[src/design/assert_macros.svh]
// Assertion macros shared by the echo delay RTL.
// Depends on nothing; included by the modules that carry assertions.
`ifndef ASSERT_MACROS_SVH
`define ASSERT_MACROS_SVH

// Generic form: clock and active-low reset given explicitly.
`define ASSERT_IMPL(lbl, clk, rstn, prop, msg) \
  lbl: assert property (@(posedge clk) disable iff (!rstn) prop) else $error(msg);

// House form: the clock and reset are taken to be clk_i and rst_ni.
`define ASSERT_CLK(lbl, prop, msg) `ASSERT_IMPL(lbl, clk_i, rst_ni, prop, msg)

`endif

[src/design/vsed_pkg.sv]
// Shared types and constants for the variable speed echo delay.
// Used by the pointer unit and the top level; depends on nothing.
package vsed_pkg;

  localparam int SAMPLE_W   = 24;
  localparam int GAIN_W     = 16;
  localparam int STEP_W     = 24;
  localparam int TGT_W      = 17;
  localparam int DIST_W     = 16;
  localparam int FRAC_W     = 16;
  localparam int FB_SHIFT   = 15;
  localparam int MIX_SHIFT  = 14;
  localparam int SAMPLE_MAX = 8388607;
  localparam int SAMPLE_MIN = -8388608;

  typedef enum logic {
    CMD_AUDIO = 1'b0,
    CMD_FORCE = 1'b1
  } cmd_e;

  typedef enum logic [1:0] {
    REG_FEEDBACK_GAIN = 2'd0,
    REG_MIX_GAIN      = 2'd1,
    REG_READ_STEP     = 2'd2,
    REG_TARGET_DELAY  = 2'd3
  } reg_idx_e;

  // Per-transfer request from the top level to the pointer unit.
  typedef struct packed {
    logic              advance;
    logic              force_en;
    logic [DIST_W-1:0] distance;
  } ptr_req_t;

endpackage

[src/design/vsed_ptr.sv]
// Write index, fractional read position and fill count of the echo store.
// Depends on vsed_pkg and assert_macros.svh.
`include "assert_macros.svh"
module vsed_ptr
  import vsed_pkg::*;
#(
  parameter int DELAY_DEPTH = 65536
) (
  input  logic                           clk_i,
  input  logic                           rst_ni,
  input  ptr_req_t                       req_i,
  input  logic [STEP_W-1:0]              step_i,
  input  logic signed [TGT_W-1:0]        target_i,
  output logic [$clog2(DELAY_DEPTH)-1:0] raddr_o,
  output logic [$clog2(DELAY_DEPTH)-1:0] waddr_o,
  output logic                           written_o
);

  localparam int AW   = $clog2(DELAY_DEPTH);
  localparam int PW   = AW + FRAC_W;
  localparam int XW   = (AW + 18 > STEP_W + 2) ? AW + 18 : STEP_W + 2;
  localparam int HALF = DELAY_DEPTH / 2;

  localparam logic signed [XW-1:0] SPAN_X  = XW'(DELAY_DEPTH) <<< FRAC_W;
  localparam logic signed [XW-1:0] MAXD_X  = XW'(DELAY_DEPTH - 1);
  localparam logic signed [XW-1:0] MAXD_FX = MAXD_X <<< FRAC_W;

  logic [AW-1:0] widx_q, widx_d, widx_nx;
  logic [PW-1:0] rpos_q, rpos_d;
  logic [AW:0]   fill_q, fill_d;
  logic [AW-1:0] offset;

  logic signed [XW-1:0] rpos_x, wpos_x, wcur_x, step_x;
  logic signed [XW-1:0] r_a, r_b, r_c, r_d, r_e;
  logic signed [XW-1:0] dist_x, len_x, tgt_x, tgt_c;
  logic signed [XW-1:0] fdist_x, fdist_c, r_f, r_g;

  assign widx_nx = (widx_q == AW'(DELAY_DEPTH - 1)) ? '0 : widx_q + 1'b1;

  assign rpos_x = signed'(XW'(rpos_q));
  assign wpos_x = signed'(XW'({widx_nx, {FRAC_W{1'b0}}}));
  assign wcur_x = signed'(XW'({widx_q, {FRAC_W{1'b0}}}));
  assign step_x = signed'(XW'(step_i));
  assign tgt_x  = XW'(target_i);

  // Audio sample: move the read position and clamp it against the new write
  // position. The lag is measured once, before the target delay is applied.
  always_comb begin
    r_a    = (rpos_x >= wpos_x) ? rpos_x - SPAN_X : rpos_x;
    r_b    = r_a + step_x;
    r_c    = (r_b > wpos_x) ? wpos_x : r_b;
    dist_x = wpos_x - r_c;
    len_x  = dist_x >>> FRAC_W;
    tgt_c  = (tgt_x > MAXD_X) ? MAXD_X : tgt_x;
    r_d    = r_c;
    if (!target_i[TGT_W-1] && (len_x < tgt_c)) begin
      r_d = wpos_x - (tgt_c <<< FRAC_W);
    end
    if (len_x > MAXD_X) begin
      r_d = wpos_x - MAXD_FX;
    end
    r_e = (r_d < 0) ? r_d + SPAN_X : r_d;
  end

  // Force command: whole-sample distance behind the current write index.
  always_comb begin
    fdist_x = signed'(XW'(req_i.distance));
    fdist_c = (fdist_x > MAXD_X) ? MAXD_X : fdist_x;
    r_f     = wcur_x - (fdist_c <<< FRAC_W);
    r_g     = (r_f < 0) ? r_f + SPAN_X : r_f;
  end

  always_comb begin
    widx_d = widx_q;
    rpos_d = rpos_q;
    fill_d = fill_q;
    if (req_i.advance) begin
      widx_d = widx_nx;
      rpos_d = r_e[PW-1:0];
      if (fill_q != (AW+1)'(DELAY_DEPTH)) begin
        fill_d = fill_q + 1'b1;
      end
    end else if (req_i.force_en) begin
      rpos_d = r_g[PW-1:0];
    end
  end

  always_ff @(posedge clk_i or negedge rst_ni) begin
    if (!rst_ni) begin
      widx_q <= AW'(HALF);
      rpos_q <= '0;
      fill_q <= '0;
    end else begin
      widx_q <= widx_d;
      rpos_q <= rpos_d;
      fill_q <= fill_d;
    end
  end

  // Writes start at the middle of the store and run upwards, so an entry has
  // been written once its distance from that start is below the fill count.
  assign raddr_o = rpos_q[PW-1:FRAC_W];
  assign waddr_o = widx_q;
  assign offset  = (raddr_o >= AW'(HALF)) ? raddr_o - AW'(HALF)
                                          : raddr_o + AW'(DELAY_DEPTH - HALF);
  assign written_o = ({1'b0, offset} < fill_q);

  `ASSERT_CLK(a_widx_range, widx_q <= AW'(DELAY_DEPTH - 1), "write index out of range")
  `ASSERT_CLK(a_rpos_range, rpos_q[PW-1:FRAC_W] <= AW'(DELAY_DEPTH - 1), "read position out of range")
  `ASSERT_CLK(a_fill_range, fill_q <= (AW+1)'(DELAY_DEPTH), "fill count beyond store depth")

endmodule

[config.mk]
export PLATFORM = sky130hd
export DESIGN_NAME = vsed_ptr
export DESIGN_NICKNAME = d
export VERILOG_FILES = /design/src/design/vsed_pkg.sv /design/src/design/vsed_ptr.sv
export VERILOG_INCLUDE_DIRS = /design/src /design/src/design
export SDC_FILE = /design/constraint.sdc
export NUM_CORES = 1
export LEC_CHECK = 0
export BUFFER_PORTS_ARGS = -buffer_cell sky130_fd_sc_hd__clkbuf_2
export CORE_MARGIN = 1.5
export CORE_UTILIZATION = 56
export CTS_CLUSTER_DIAMETER = 60
export DETAILED_ROUTE_END_ITERATION = 12
export PLACE_DENSITY_LB_ADDON = 0.12
export SLEW_MARGIN = 0
export SYNTH_ARGS = -nofsm -noshare
export SYNTH_HDL_FRONTEND = slang
export SYNTH_SLANG_ARGS = --single-unit
[constraint.sdc]
create_clock -name clk_i -period 9.7 [get_ports clk_i]
set_clock_uncertainty 0.05 [all_clocks]
set_input_delay 0.485 -clock clk_i [delete_from_list [all_inputs] [get_ports clk_i]]
set_output_delay 0.485 -clock clk_i [all_outputs]
set_load 0.02 [all_outputs]
; Yosys cells after proc, flatten, opt, wreduce, memory -nomap -nowiden
; Cells that the tools add are included.
[word_totals]
ff_bits = 65
input_bits = 61
output_inout_bits = 33
wordCells = 41
[classes]
n_addsub = 12
order_cmp = 9
n_eq_ne = 2
mux = 11
n_reduce_logical = 4
[op_table]
columns = cell, n
row1 = $mux 34, 5
row2 = $mux 32, 4
row3 = $sub 33x34->34, 2
row4 = $add 32x1->32 const B, 2
row5 = $add 34x25->34, 1
row6 = $gt 34x33->1, 1
row7 = $lt 18x34->1, 1
row8 = $lt 34x1->1 const B, 1
row9 = $sub 32x33->34 const B, 1
row10 = $lt 33x1->1 const B, 1
row11 = $sub 32x32->33, 1
row12 = $sub 32x32->33 const B, 1
row13 = $ge 32x32->1, 1
row14 = $mux 16, 2
row15 = $gt 18x17->1 const B, 1
row16 = $add 17x1->17 const B, 1
row17 = $gt 17x17->1 const B, 1
row18 = $lt 16x17->1, 1
row19 = $ne 17x17->1 const B, 1
row20 = $add 16x1->16 const B, 1
row21 = $add 16x16->16 const B, 1
row22 = $eq 16x16->1 const B, 1
row23 = $ge 16x16->1 const B, 1
row24 = $sub 16x16->16 const B, 1
row25 = other kinds (4), 4

; Logic depth before layout (Yosys ltp)
[depth]
depth_word = 15
ltp_mapped = 49
mapped_depth_nobuf = 47

; Worst setup path before layout
; No wires, ideal clock.
[synth_timing]
path_kind = input port to flip-flop
from = in step_i[6]
to = reg rpos_q[0]
setup_time_ns = 0.121
arrival_ns = 8.985
t_required_ns = 9.529
setup_slack_ns = 0.544
path_stages = 43
path_buffers = 3
path_cell_list = ha_1 -> buf_6 -> a21o_1 -> a311o_1 -> a21oi_4 -> nand3_1 -> a41o_1 -> a21oi_2 -> xor2_2 -> inv_2 -> ha_1 -> nand4_1 -> nor4_1 -> o21ai_0 -> o211ai_1 -> o21ai_0 -> o211ai_1 -> a21boi_2 -> [7 not listed] -> a31o_2 -> o32ai_2 -> a21oi_2 -> a31oi_1 -> a221o_1 -> mux2i_1 -> o22ai_1 -> ha_1 -> nand2b_1 -> nor2_1 -> nor2_1 -> and2_1 -> and3b_1 -> and3_1 -> nor3_1 -> o311ai_4 -> and3b_1 -> a22o_1
[synth_between]
elab_chain_len = 11
word_cells_on_any_way = 13
cone_classes = add/sub: 3 / order compare: 4 / mux: 5 / reduce/logical: 1
[synth_rtl]
columns = item, line_no
row1 = from (decl), vsed_ptr.sv:12  ; input logic [STEP_W-1:0] step_i,
row2 = $add 34x25->34 (*), vsed_ptr.sv:50  ; r_b = r_a + step_x;
row3 = $gt 34x33->1, vsed_ptr.sv:51  ; r_c = (r_b > wpos_x) ? wpos_x : r_b;
row4 = $mux 34 (*), vsed_ptr.sv:51
row5 = $sub 33x34->34, vsed_ptr.sv:52  ; dist_x = wpos_x - r_c;
row6 = $lt 18x34->1, vsed_ptr.sv:56  ; if (!target_i[TGT_W-1] && (len_x < tgt_c)) begin
row7 = $logic_and 1x1->1, vsed_ptr.sv:56
row8 = $mux 34, vsed_ptr.sv:56
row9 = $mux 34 (*), vsed_ptr.sv:59  ; if (len_x > MAXD_X) begin
row10 = $add 32x1->32 / $lt 34x1->1 (equally long branches), vsed_ptr.sv:62  ; r_e = (r_d < 0) ? r_d + SPAN_X : r_d;
row11 = $mux 32 (*), vsed_ptr.sv:62
row12 = $mux 32 (*), vsed_ptr.sv:77  ; if (req_i.advance) begin
row13 = to (signal assigned), vsed_ptr.sv:95  ; rpos_q <= rpos_d;
row14 = to (decl), vsed_ptr.sv:29  ; logic [PW-1:0] rpos_q, rpos_d;
; Mark *: on every way between the ends. The rest lies on a longest branch, timed or not.
; A chain may end at the register's enable or synchronous reset.

; Worst setup path in the final report
[layout_timing]
from = reg rpos_q[0]
to = reg rpos_q[16]
[layout_between]
elab_chain_len = 13
word_cells_on_any_way = 16
cone_classes = add/sub: 4 / order compare: 5 / mux: 6 / reduce/logical: 1
[layout_rtl]
columns = item, line_no
row1 = $sub 32x33->34 / $ge 32x32->1 (equally long branches), vsed_ptr.sv:49  ; r_a = (rpos_x >= wpos_x) ? rpos_x - SPAN_X : rpos_x;
row2 = $mux 34 (*), vsed_ptr.sv:49
row3 = $add 34x25->34 (*), vsed_ptr.sv:50
row4 = $gt 34x33->1, vsed_ptr.sv:51
row5 = $mux 34 (*), vsed_ptr.sv:51
row6 = $sub 33x34->34, vsed_ptr.sv:52
row7 = $lt 18x34->1, vsed_ptr.sv:56
row8 = $logic_and 1x1->1, vsed_ptr.sv:56
row9 = $mux 34, vsed_ptr.sv:56
row10 = $mux 34 (*), vsed_ptr.sv:59
row11 = $add 32x1->32 / $lt 34x1->1 (equally long branches), vsed_ptr.sv:62
row12 = $mux 32 (*), vsed_ptr.sv:62
row13 = $mux 32 (*), vsed_ptr.sv:77
; Marks and branches as above.

==> results by group <==
Finish
  – # diodes: 0
  – Layout Nets: 1463
  – Syn-to-layout area delta: 11.1%
  – Fillcell total: 1488
  – Layout cell share with drive strength beyond 1: 16.1%

Logic synthesis
  – Synthesis warning total: 0
  – Multiplexer share of the synthesized area: 3.78%
  – Synth Net Count: 1389
  – Ys flop type: dfrtp_1
  – Synth Area in Simple Gates: 19.6%
  – Cell accounting for the most synthesized area: ha_1
  – Number of synthesized flops with an enable pin: 0
  – Adder-cell area share of the yosys netlist: 18.3%
  – Sequential fraction of the synthesis area: 17.2%
  – Post-synthesis instance total: 1192
  – Synth Area in Compound Gates: 24.3%
  – Most frequent cell after synthesis: ha_1
  – Synth cell count leaders: ha_1, inv_1, nand2_1
  – Largest family of logic cells by synthesized area: compound AO/OA/AOI/OAI gates
  – Synth async-reset ratio: 100%
  – Synth area leaders: ha_1, dfrtp_1, xnor2_1
  – Cell Area, Synth: 0.00948 sq mm
  – Synthesized area per cell: 7.95 sq um
  – XOR/XNOR Fraction of Synth Area: 9.23%
  – Share of the synthesized area in the top cell type: 17.6%
  – Post-synth cell types: 93
  – #FFs+latches synth: 65

Detailed routing
  – Via-per-instance ratio: 6.02
  – Via count: 8979
  – DRT iter0 DRCs: 684
  – DRT antenna net count: 0
  – Remaining DRCs: 0
  – Pre-antenna DRT Iters: 5
  – WL/cell: 17.9 um
  – WL final: 26700 um

Worst setup path
  – Crit Path Category: flip-flop to flip-flop
  – CP most frequent cell: ha_1
  – Crit path capture type: flip-flop
  – Max stage delay on crit path: 0.42 ns
  – CP arrival: 9.25 ns
  – Critical Path RT: 9.90 ns
  – CP max-delay cell: a221o_1
  – R2R depth: 43
  – Worst-path fanout max: 19
  – CP startpoint kind: flip-flop

Pwr
  – VDD IR max: 0.275 mV
  – Pwr Total: 4.17 mW
  – P_leak: 5.12 nW
  – Pwr dens: 396 mW/mm^2

Die
  – Die Span Y: 133 um
  – # rows: 47
  – Die area: 0.0177 sq mm
  – Starting density of the core: 57.2%
  – Die Wd: 133 um
  – Core ar.: 0.0166 sq mm
  – I/O pin cnt: 94

Timing
  – Fin crit period: 9.05 ns
  – Fmax: 111 MHz
  – Relative slew slack: 41.2%
  – Worst-margin pin slew: 0.882 ns
  – Final hold vios: 0
  – Final Slew Violations: 0
  – Fin Hold WS: 0.276 ns
  – Final setup fails: 0
  – RSZ-0062 raised after global routing: no
  – Crit share post-route: 93.3%
  – Setup TNS: 0 ns

Clocking
  – Worst skew pair latency: 0.36 ns
  – Clock Root Buffer: clkbuf_16
  – CTS tree: yes
  – Hold Buf Count CTS: 0
  – TritonCTS sink count: 65
  – CTS clk-pin slew, worst paths: 0.07 ns
  – CTS Buf Count: 9
  – Number of H-tree levels: 3
  – CTS max path bufs: 2

Min path
  – Hold Path Class: input port to asynchronous set/reset pin

Place
  – DP HPWL: 21200 um
  – IO buf count: 93
  – Gp weighted congestion: 0.952

GRT
  – Initial antenna violation count: 0
  – Largest net degree at the start of global routing: 66
  – Gr usage total: 30.5%
  – Grt total ovfl: 0
  – Number of global-route vias before repair: 8397
  – First-pass GRT wire length: 43200 um

Run
  – Max cap viols: 0

Status
  – Status: finished, final reports clean
## report_power, final
part | internal, mW | total (mW) | switching [mW]
Sequential | 0.359 | 0.512 | 0.153
Combinational | 1.38 | 3.30 | 1.92
Clock | 0.205 | 0.356 | 0.152
## logic make-up (layout without fill, tap and decap cells)
family | after synthesis | after routing
AO/OA/AOI/OAI | 337 | 337
XOR/XNOR | 99 | 99
adder cells (fa/ha/maj) | 137 | 137
buffers and inverters | 169 | 248
flip-flops | 65 | 65
multiplexers | 34 | 34
AND/OR/NAND/NOR | 351 | 351
## registers in the layout, indices dropped and copies added, names as in the netlist
register	cells
waddr_o	16
rpos_q	32
fill_q	17
## final timing paths
path                            start    endpoint  slack (ns)
max                         rpos_q[0]  rpos_q[16]        0.65
min                            rst_ni   fill_q[1]        0.28
max reg2reg                 rpos_q[0]  rpos_q[16]        0.65
min reg2reg                fill_q[12]  fill_q[12]        0.46
max in group asynchronous      rst_ni  rpos_q[31]        8.73
min in group clk_i         fill_q[12]  fill_q[12]        0.46
## per-layer routing
layer  GRT usage, %  vias to the layer above  share of wire [%]  wire length, um
met1           45.0                     4161                 48            12800
met3           4.64                       39                8.0             2140
met4           8.88                        0                2.0              539
met5              0                        -                  0                0
met2           46.2                      355                 42            11200
li1               -                     4424                  -                -
## cells in the final DEF, fill, tap and decap left out, drive strengths merged, types with 7 or more instances in the layout
cell,n
ha,133
inv,116
clkbuf,101
nand2,90
o21ai,89
a21oi,86
xnor2,71
nor2,66
dfrtp,64
a21o,34
xor2,28
buf,27
nand4,26
nand3,25
nor3,24
mux2i,23
nand2b,18
and3,17
o21a,17
nor2b,16
or2,12
a211oi,12
a21boi,11
mux2,11
and2,10
o211ai,9
a31oi,9
and4,8
nand3b,8
nor4,7
## metrics by stage
stage | setup WS, ns | utilization (%) | cells | cell area, sq um
after floorplan | 0.544 | - | 1192 | 9480
after global placement | 0.416 | 60.9 | 1473 | 10100
after detailed placement | 0.162 | 60.9 | 1473 | 10100
after CTS | 0.270 | 62.7 | 1489 | 10400
after global routing | 0.0240 | 63.5 | 1491 | 10500
final | 0.653 | 63.5 | 1491 | 10500
## timing repair
action,CTS,global route
resized for setup,0,22
buffers inserted,0,2
endpoints found under the setup margin,0,32
## worst max-delay path, delay by kind of cell (launching register included)
family / cells / cell delay (ns)
simple gates: 11 / 1.74
flops: 1 / 0.40
mux: 3 / 0.77
xor+xnor: 1 / 0.18
buf+inv: 3 / 0.33
compound gates: 20 / 4.07
fa+ha+maj: 5 / 1.39
## area by class of cell
type                    instances  area [sq um]  area share (%)
repair buffers                119           677            6.43
inverters                     113           424            4.03
multi-input cells             958          7220            68.5
clock buffers                   9           225            2.14
clock inverters                 7          85.1           0.808
flip-flops and latches         65          1630            15.5
well taps                     220           275            2.61
No activity file was read; power rests on OpenSTA's default activity.
